<file path="src/rtl/gcol_pkg.sv">
// ---------------------------------------------------------------------------
// Greedy graph coloring package
// Sizes, codes, types and helper functions shared by the coloring engine.
// ---------------------------------------------------------------------------
package gcol_pkg;

   localparam int MAX_VERTICES = 1024;
   localparam int MAX_DEGREE   = 8;

   localparam int ACTION_W = 2;
   localparam int VERTEX_W = 10;
   localparam int SLOT_W   = 3;
   localparam int DEGREE_W = 4;
   localparam int COLOR_W  = 4;

   localparam int VTX_AW     = $clog2(MAX_VERTICES);
   localparam int SLOT_AW    = (MAX_DEGREE > 1) ? $clog2(MAX_DEGREE) : 1;
   localparam int NBR_AW     = VTX_AW + SLOT_AW;
   localparam int NBR_DEPTH  = MAX_VERTICES << SLOT_AW;
   localparam int NUM_COLORS = MAX_DEGREE + 1;
   localparam int SCAN_W     = $clog2(MAX_DEGREE + 2);
   localparam int COLOR_MAX  = (1 << COLOR_W) - 1;

   typedef enum logic [ACTION_W-1:0] {
      ACT_LOAD  = 2'd0,
      ACT_COLOR = 2'd1,
      ACT_CLEAR = 2'd2
   } action_type;

   typedef enum logic [2:0] {
      ST_INIT,
      ST_IDLE,
      ST_SWEEP,
      ST_DEGREE,
      ST_SCAN,
      ST_FINISH
   } state_type;

   typedef struct packed {
      logic                nbr_we;
      logic [NBR_AW-1:0]   nbr_waddr;
      logic [VERTEX_W-1:0] nbr_wdata;
      logic [NBR_AW-1:0]   nbr_raddr;
      logic                deg_we;
      logic [VTX_AW-1:0]   deg_waddr;
      logic [DEGREE_W-1:0] deg_wdata;
      logic [VTX_AW-1:0]   deg_raddr;
      logic                col_we;
      logic [VTX_AW-1:0]   col_waddr;
      logic [COLOR_W-1:0]  col_wdata;
      logic [VTX_AW-1:0]   col_raddr;
   } tbl_req_type;

   typedef struct packed {
      logic [VERTEX_W-1:0] nbr_rdata;
      logic [DEGREE_W-1:0] deg_rdata;
      logic [COLOR_W-1:0]  col_rdata;
   } tbl_rsp_type;

   typedef struct packed {
      logic               clear;
      logic               mark;
      logic [COLOR_W-1:0] color;
   } pick_ctl_type;

   function automatic logic vertex_ok(input logic [VERTEX_W-1:0] v);
      return 32'(v) < MAX_VERTICES;
   endfunction

   function automatic logic slot_ok(input logic [SLOT_W-1:0] s);
      return 32'(s) < MAX_DEGREE;
   endfunction

   function automatic logic [DEGREE_W-1:0] clamp_degree(input logic [DEGREE_W-1:0] d);
      return (32'(d) > MAX_DEGREE) ? DEGREE_W'(MAX_DEGREE) : d;
   endfunction

   // Smallest color whose bit is clear; bit i of used stands for color i+1.
   function automatic logic [COLOR_W-1:0] first_free(input logic [NUM_COLORS-1:0] used);
      int c;
      c = NUM_COLORS + 1;
      for (int i = NUM_COLORS - 1; i >= 0; i--) begin
         if (!used[i]) begin
            c = i + 1;
         end
      end
      if (c > COLOR_MAX) begin
         c = COLOR_MAX;
      end
      return COLOR_W'(c);
   endfunction

endpackage

</file>
<file path="src/rtl/gcol_pick.sv">
// ---------------------------------------------------------------------------
// Greedy graph coloring color picker
// Collects the colors seen on the neighbors and finds the first free one.
// ---------------------------------------------------------------------------
module gcol_pick
   import gcol_pkg::*;
(
   input  logic               clock,
   input  pick_ctl_type       pick_ctl,
   output logic [COLOR_W-1:0] free_color
);

   logic [NUM_COLORS-1:0] used_ff;
   logic [NUM_COLORS-1:0] used_in;

   always_comb begin
      used_in = used_ff;
      if (pick_ctl.clear) begin
         used_in = '0;
      end else if (pick_ctl.mark) begin
         // Colors outside one to NUM_COLORS never block a choice.
         for (int i = 0; i < NUM_COLORS; i++) begin
            if (32'(pick_ctl.color) == i + 1) begin
               used_in[i] = 1'b1;
            end
         end
      end
   end

   always_ff @(posedge clock) begin
      used_ff <= used_in;
   end

   assign free_color = first_free(used_ff);

endmodule

</file>
<file path="config.mk">
export PLATFORM = sky130hd
export DESIGN_NAME = gcol_pick
export DESIGN_NICKNAME = d
export VERILOG_FILES = /design/src/rtl/gcol_pkg.sv /design/src/rtl/gcol_pick.sv
export SDC_FILE = /design/constraint.sdc
export NUM_CORES = 1
export LEC_CHECK = 0
export BUFFER_PORTS_ARGS = -buffer_cell sky130_fd_sc_hd__buf_4
export CAP_MARGIN = 5
export CORE_AREA = 2 2 39 41
export DETAILED_ROUTE_END_ITERATION = 16
export DIE_AREA = 0 0 41 43
export MAX_ROUTING_LAYER = met4
export PLACE_DENSITY = 0.56
export SYNTH_ARGS = -nofsm -noshare
export SYNTH_HDL_FRONTEND = slang
export SYNTH_SLANG_ARGS = --single-unit
</file>
<file path="constraint.sdc">
create_clock -name clock -period 0.8 [get_ports clock]
set_input_delay 0 -clock clock [delete_from_list [all_inputs] [get_ports clock]]
set_output_delay 0 -clock clock [all_outputs]
set_load 0.02 [all_outputs]
</file>
==> metrics.yaml, run 1 <==
min_period_over_period: 1.39
worst_setup_path_end_kind: "output port"
cts_buffer_depth: 2
placed_cell_area_um2: 572
cts.sink_count: 9
dr.pass1.iters: 4
wl_per_cell_um: 10.9
io_pins: 11
syn_inst: 50
port_buffers: 10
synth_top_area_cell: "dfxtp_1"
setup.worst_path.start: "used_ff[8]$_SDFFE_PP0P_"
finalSetupViolCount: 4
cts_tree: "yes"
num_antenna_cells: 0
hp-class: "in2reg"
r2r_setup_slack_ps: 10
routed_wl_um: 971
nets: 81
dp_slack_ps: -85.7
grt_pass1_wl_um: 1550
synth-main-ff-cell: "dfxtp_1"
reg2reg_to: "used_ff[0]$_SDFFE_PP0P_"
ys_types: 17
numCtsBuffers: 3
syn-num-nets: 57
power_mw: 0.915
die_h_um: 43
place.gp.congestion: 0.696
p_per_area_nw_per_um2: 1410
crit_required_ps: 800
synth_area_leaders: "dfxtp_1 (45%), nor2_1 (10%), and3b_1 (6.6%), a21oi_1 (6.3%), a31oi_1 (6.3%)"
finalSetupTns_ps: -1130
drt_iter0_drc: 7
seq_area_frac_synth: 0.450
synth_edf_count: 0
grt_max_degree: 10
dpl.hpwl_um: 720
dieArea_um2: 1760
post-cts-setup-buffers: 0
r2r-start: "used_ff[0]$_SDFFE_PP0P_"
via_per_inst: 4.78
clk_latency_ps: 260
status: "finished with violations"
worstSetupStartpointType: "flip-flop"
drive_gt1_frac: 0.507
post_synth.cell_area_avg_um2: 8.01
finalMaxSlewViolations: 0
yosys_warnings: 0
grt_pass1_vias: 371
synth_seq_cells: 9
postRouteAntennaNets: 0
worstHoldStart: "pick_ctl[2]"
synthArstFlopShare: 0
final_area_um2: 649
regMostFlops: "used_ff"
drv_cap: 0
tightest_slew_ps: 229
r2r_cells: 3
start_util: 0.289
p_leak_nw: 0.272
timing_hold_violations_final: 0
fin_ws_ps: -310
largest_registers: "used_ff: 9 flops"
slew_headroom: 0.847
vias: 425
clock-root-buffer: "clkbuf_4"
cp_max_fo: 3
grt_overflow: 0
row_count: 14
clkSlewWorstSetupHoldPaths_ps: 60
crit_arrival_ps: 1110
final_cells: 89
dieWidth_um: 41
post-place-cells: 84
grt.total_usage: 0.140
fin_skew_ps: 0
synthesis.area_um2: 400
clock.fmax_ghz: 0.901
antenna_found_initial: 0
crit_type: "reg2out"
violations: "negative setup slack"
area_growth_syn_to_layout_pct: 62.2
htreeDepth: 1
core-area_um2: 1380
endpoint: "free_color[0]"
period_needed_ps: 1110
synth_top_area_frac: 0.450
largest_reg_flops: 9
drc_errors: 0
ir_drop_mv: 0.640
rsz0062_at_grt: "true"
-- where the power goes --
part           internal [mW]  switching (mW)
registers              0.455          0.0116
clock network          0.192           0.153
logic                 0.0562          0.0471
total                  0.703           0.212
-- final cells by class --
type | instances | area [µm²]
Fill cell | 141 | 734
Multi-Input combinational cell | 38 | 239
Sequential cell | 9 | 196
Timing Repair Buffer | 20 | 160
Clock buffer | 4 | 26.3
Tap cell | 16 | 20.0
Inverter | 2 | 7.51
-- logic make-up (layout without fill, tap and decap cells) --
kind of cell / Yosys count / in the layout / share of synthesized area
flops: 9 / 9 / 0.450
compound gates: 14 / 14 / 0.222
simple gates: 24 / 24 / 0.300
buf+inv: 3 / 26 / 0.0281
-- stage by stage --
step           hold WS [ps]   util
2_1_floorplan           152      -
3_3_place_gp            246  0.413
3_5_place_dp            253  0.413
4_1_cts                8.63  0.458
5_1_grt                20.1  0.469
6_report               11.6  0.469
-- placed cells by master, fill, tap and decap left out --
cell            n
clkbuf_4        3
a31o_1          1
a31oi_1         4
buf_4          17
nand3b_1        1
clkbuf_1        1
and3b_1         3
nor3_2          1
nand3_4         1
buf_6           2
o21a_1          1
nand2b_1        1
nand3_1         1
nand2_2         2
a41oi_2         1
o21ai_0         1
a41oi_1         1
nor2b_2         1
dlygate4sd3_1   1
inv_1           2
nor2_1         11
dfxtp_2         7
dfxtp_4         2
a21oi_1         5
nand2_1         2
-- layer usage --
metal / track usage / wire (µm)
met5: - / 0
met2: 0.188 / 442
met1: 0.173 / 452
met4: 0.120 / 27
met3: 0.0209 / 49
-- what timing repair did --
action | CTS | global route
hold buffers | 1 | 0
endpoints found under the setup margin | 4 | 4
resized for setup | 12 | 5
endpoints found under the hold margin | 9 | 0
pin swaps | 0 | 1
-- Yosys cell counts, types with 2 or more instances --
library cell	number
nor2_1	11
dfxtp_1	9
a21oi_1	5
a31oi_1	4
nand2_1	4
and3b_1	3
a41oi_1	2
inv_1	2
nand3_1	2
-- worst max-delay path: stages (launching register included) --
cell	delay (ps)
dfxtp_2	340
nand3b_1	110
nand3_1	80
a31o_1	190
buf_6	130
-- how the worst min path moves through the flow --
stage / to / slack (ps) / depth (start not counted)
final: used_ff[5]$_SDFFE_PP0P_ / 10 / 3
after detailed placement: used_ff[4]$_SDFFE_PP0P_ / 250 / 2
after CTS: used_ff[5]$_SDFFE_PP0P_ / 9 / 3
after floorplan: used_ff[0]$_SDFFE_PP0P_ / 150 / 2
after global placement: used_ff[6]$_SDFFE_PP0P_ / 250 / 2
after global routing: used_ff[6]$_SDFFE_PP0P_ / 20 / 3
(Power assumes the default switching activity.)
==> run 2: changes to the inputs <==
--- a/config.mk
+++ b/config.mk
@@ -7,9 +7,9 @@
 export LEC_CHECK = 0
 export BUFFER_PORTS_ARGS = -buffer_cell sky130_fd_sc_hd__buf_4
 export CAP_MARGIN = 5
-export CORE_AREA = 2 2 39 41
+export CORE_AREA = 5 5 42 44
 export DETAILED_ROUTE_END_ITERATION = 16
-export DIE_AREA = 0 0 41 43
+export DIE_AREA = 0 0 47 49
 export MAX_ROUTING_LAYER = met4
 export PLACE_DENSITY = 0.56
 export SYNTH_ARGS = -nofsm -noshare
==> constraint.sdc (replaced) <==
create_clock -name clock -period 0.8 [get_ports clock]
set_input_delay 0 -clock clock [delete_from_list [all_inputs] [get_ports clock]]
set_output_delay 0 -clock clock [all_outputs]
set_load 0.05 [all_outputs]
==> run 2 against run 1 <==
  * Core utilization grew 0.31 points
  * Clock power is essentially flat
  * Largest cell class unchanged
  * Global-route usage fell by 3.5 points
  * Critical endpoint unchanged
  * Non-clock buffer count down 5
  * Cell area increased by 1.9%
  * First-iteration DRC count shrank 57%
  * Die area increased by 31%
  * Fmax down 3.6%
  * Critical path depth is the same
  * The flow still finishes with violations (negative setup slack)
==> metrics.yaml, run 2 (synthesis gave the netlist of run 1 again) <==
r2r_cells: 3
ff_latch_area_um2: 201
grt_overflow: 0
htreeDepth: 1
mostFrequentLayoutCells: "nor2_1 (11), buf_4 (9), a21oi_1 (5), dfxtp_2 (5)"
drive_gt1_frac: 0.515
period_needed_ps: 1150
dieWidth_um: 47
final_area_um2: 662
core-area_um2: 1400
use_met1: 0.144
violations: "negative setup slack"
finalSetupViolCount: 4
largest_registers: "used_ff: 9 flops"
grt_busiest_layer: "met1"
status: "finished with violations"
regMostFlops: "used_ff"
met3_usage: 0.0443
slew_headroom: 0.849
numCtsBuffers: 3
crit_required_ps: 800
min_period_over_period: 1.44
cts_buffer_depth: 2
worst_setup_path_end_kind: "output port"
tightest_slew_ps: 225
cts_tree: "yes"
dp_slack_ps: -140
grt_max_degree: 10
drt_iter0_drc: 3
routed_wl_um: 908
largest_reg_flops: 9
port_buffers: 10
whs_path_depth: 3
start_util: 0.286
dr.pass1.iters: 4
fin_skew_ps: 0
grt.total_usage: 0.104
rsz0062_at_grt: "true"
post-place-cells: 79
hp-class: "in2reg"
grtUsageMet2: 0.124
finalMaxSlewViolations: 0
final_cells: 84
p_leak_nw: 0.285
cp_max_fo: 4
nets: 76
worstSetupStartpointType: "flip-flop"
clk_latency_ps: 260
die_h_um: 49
post-cts-setup-buffers: 0
drc_errors: 0
fin_ws_ps: -351
dieArea_um2: 2300
grt_pass1_vias: 406
row_count: 14
fillCellCount: 142
ir_drop_mv: 0.643
dpl.hpwl_um: 752
multiInputGateArea_um2: 265
io_pins: 11
grt_pass1_wl_um: 1710
wl_per_cell_um: 10.8
antenna_found_initial: 0
postRouteAntennaNets: 0
place.gp.congestion: 0.761
num_antenna_cells: 0
drv_cap: 0
vias: 412
cts.sink_count: 9
finalSetupTns_ps: -1350
clock-root-buffer: "clkbuf_4"
placed_cell_area_um2: 587
clkSlewWorstSetupHoldPaths_ps: 60
crit_type: "reg2out"
clock.fmax_ghz: 0.869
final_common_cell: "nor2_1"
area_growth_syn_to_layout_pct: 65.3
crit_arrival_ps: 1150
p_per_area_nw_per_um2: 1380
timing_hold_violations_final: 0
via_per_inst: 4.90
-- run 2: final timing paths --
path | start | to | slack [ps]
worst max-delay path | used_ff[6]$_SDFFE_PP0P_ | free_color[0] | -350
worst min-delay path | pick_ctl[2] | used_ff[5]$_SDFFE_PP0P_ | 9
worst min register to register | used_ff[8]$_SDFFE_PP0P_ | used_ff[8]$_SDFFE_PP0P_ | 480
worst max register to register | used_ff[3]$_SDFFE_PP0P_ | used_ff[3]$_SDFFE_PP0P_ | 60
-- run 2: metal layers --
metal  vias up  part of all wire
met4         0             0.023
li1        219                 -
met5         -                 0
met3         3             0.064
met2        14              0.39
met1       176              0.52
-- run 2: critical path: stages (launching register included) --
cell and delay [ps]:
dfxtp_4 350, nand2b_1 100, nand3_1 80, a31o_2 220
buf_8 150
-- run 2: layout make-up --
cell class / count / area share
Inverter: 2 / 0.0113
Timing Repair Buffer: 15 / 0.214
Clock buffer: 4 / 0.0397
Tap cell: 16 / 0.0302
Multi-Input combinational cell: 38 / 0.401
Sequential cell: 9 / 0.304
-- run 2: through the flow --
step                hold slack [ps]  total power, mW   util
CTS                            2.81            0.917  0.467
global placement                236            0.570  0.419
finish                         8.71            0.911  0.472
global route                   32.1            0.959  0.472
detailed placement              228            0.569  0.419
floorplan                       149            0.519      -
-- run 2: timing repair --
item,4_1_cts,5_1_grt
endpoints found under the setup margin,4,4
gates resized for setup,9,3
hold endpoints to repair,9,0
pin swaps,2,3
hold buffers,1,0
gates cloned,0,0
-- run 2: power by group --
| group | internal (mW) | total, mW | leakage [nW] | switching, mW |
|---|---|---|---|---|
| clock | 0.192 | 0.345 | 0.0150 | 0.153 |
| sequential | 0.449 | 0.462 | 0.0784 | 0.0132 |
| combinational | 0.0534 | 0.104 | 0.191 | 0.0502 |
| total | 0.694 | 0.911 | 0.285 | 0.217 |
==> run 3: changes to the inputs <==
--- a/config.mk
+++ b/config.mk
@@ -5,7 +5,7 @@
 export SDC_FILE = /design/constraint.sdc
 export NUM_CORES = 1
 export LEC_CHECK = 0
-export BUFFER_PORTS_ARGS = -buffer_cell sky130_fd_sc_hd__buf_4
+export BUFFER_PORTS_ARGS = -buffer_cell sky130_fd_sc_hd__buf_2
 export CAP_MARGIN = 5
 export CORE_AREA = 5 5 42 44
 export DETAILED_ROUTE_END_ITERATION = 16
==> run 3 against run 2 <==
  * The flow still finishes with violations (negative setup slack)
  * Worst hold slack improved by 4.0 ps
  * Sequential power decreased by 2%
  * Cell area increased by 0.38%
  * Sequential share of layout area increased by 0.64 points
  * Global-route usage increased by 0.73 points
  * Setup slack got worse by 1.1 ps
  * Critical path depth unchanged
  * Critical endpoint unchanged
  * Die area unchanged
  * Total power decreased by 1.7%
  * Non-clock buffer count increased by 2
==> metrics.yaml, run 3 (synthesis gave the netlist of run 1 again) <==
final_cells: 86
final_area_um2: 664
start_util: 0.286
cts.sink_count: 9
die_h_um: 49
routed_wl_um: 1070
regMostFlops: "used_ff"
path_cells: "nand3b_1, nand3_1, a31o_2, buf_8"
drive_gt1_frac: 0.557
grt_max_degree: 10
clk_latency_ps: 250
crit_required_ps: 800
grt_pass1_wl_um: 1810
worstSetupStartpointType: "flip-flop"
num_antenna_cells: 0
largest_reg_flops: 9
grt.total_usage: 0.112
mostFrequentLayoutCells: "nor2_1 (11), buf_4 (7), buf_2 (6), dfxtp_4 (6)"
crit_type: "reg2out"
grt_pass1_vias: 419
crit_arrival_ps: 1150
slew_headroom: 0.810
dieArea_um2: 2300
dr.pass1.iters: 3
post-place-cells: 80
io_pins: 11
slowest_delay_ps: 370
placed_cell_area_um2: 569
htreeDepth: 1
final_common_cell: "nor2_1"
cts_tree: "yes"
antenna_found_initial: 0
fin_skew_ps: 0
whs_ps: 12.8
violations: "negative setup slack"
crit_slowest_cell: "dfxtp_4"
port_buffers: 10
postRouteAntennaNets: 0
min_period_over_period: 1.44
clkSlewWorstSetupHoldPaths_ps: 60
timing_hold_violations_final: 0
cts_buffer_depth: 2
row_count: 14
fin_ws_ps: -352
p_leak_nw: 0.276
place.gp.congestion: 0.741
largest_registers: "used_ff: 9 flops"
ir_drop_mv: 0.778
status: "finished with violations"
nets: 78
period_needed_ps: 1150
dpl.hpwl_um: 795
vias: 424
wl_per_cell_um: 12.4
via_per_inst: 4.93
dieWidth_um: 47
cp_max_fo: 6
finalMaxSlewViolations: 0
area_growth_syn_to_layout_pct: 65.9
drc_errors: 0
clock.fmax_ghz: 0.868
drv_cap: 0
numCtsBuffers: 3
drt_iter0_drc: 5
core-area_um2: 1400
tightest_slew_ps: 284
hp-class: "in2reg"
clock-root-buffer: "clkbuf_4"
rsz0062_at_grt: "true"
grt_overflow: 0
finalSetupViolCount: 4
p_per_area_nw_per_um2: 1350
worst_setup_path_end_kind: "output port"
==> run 3: metal layers <==
layer / up-vias / part of all wire / GRT usage
li1: 222 / - / -
met1: 189 / 0.50 / 0.147
met2: 11 / 0.44 / 0.145
met3: 2 / 0.058 / 0.0221
met4: 0 / 0.0094 / 0.0829
met5: - / 0 / -
==> run 3: worst paths after layout <==
kind	slack [ps]	cells past startpoint	to	startpoint
worst max-delay path	-350	4	free_color[0]	used_ff[5]$_SDFFE_PP0P_
worst min-delay path	10	2	used_ff[2]$_SDFFE_PP0P_	pick_ctl[5]
worst max register to register	10	3	used_ff[2]$_SDFFE_PP0P_	used_ff[2]$_SDFFE_PP0P_
worst min register to register	480	2	used_ff[7]$_SDFFE_PP0P_	used_ff[7]$_SDFFE_PP0P_
==> run 3: through the flow <==
step / worst slack [ps] / setup TNS, ps / util / total power [mW]
5_1_grt: -427 / -1530 / 0.474 / 0.948
3_5_place_dp: -182 / -540 / 0.406 / 0.561
2_1_floorplan: -98.0 / -278 / - / 0.519
4_1_cts: -384 / -1390 / 0.454 / 0.904
6_report: -352 / -1290 / 0.474 / 0.896
3_3_place_gp: -182 / -517 / 0.406 / 0.562
==> run 3: report_power, final <==
part           switching [mW]  internal (mW)
Clock                   0.147          0.191
Combinational          0.0557         0.0457
Sequential             0.0120          0.443
Total                   0.215          0.681
==> run 3: area by class of cell <==
type,count,area [µm²]
Timing Repair Buffer,17,135
Multi-Input combinational cell,38,269
Tap cell,16,20.0
Sequential cell,9,206
Fill cell,141,737
Inverter,2,7.51
Clock buffer,4,26.3
==> run 3: worst max-delay path: cells and delay by family (launching register included) <==
family,cells,cell delay (ps)
AO/OA/AOI/OAI,1,220
buffers and inverters,1,150
AND/OR/NAND/NOR,2,170
flip-flops,1,370
==> run 3: timing repair <==
| item | in CTS | in global routing |
|---|---|---|
| resized for setup | 14 | 3 |
| endpoints found under the hold margin | 0 | 0 |
| setup buffers | 0 | 3 |
| hold buffers | 0 | 0 |
| pin swaps | 4 | 2 |
| gates cloned | 0 | 0 |
| endpoints found under the setup margin | 4 | 5 |
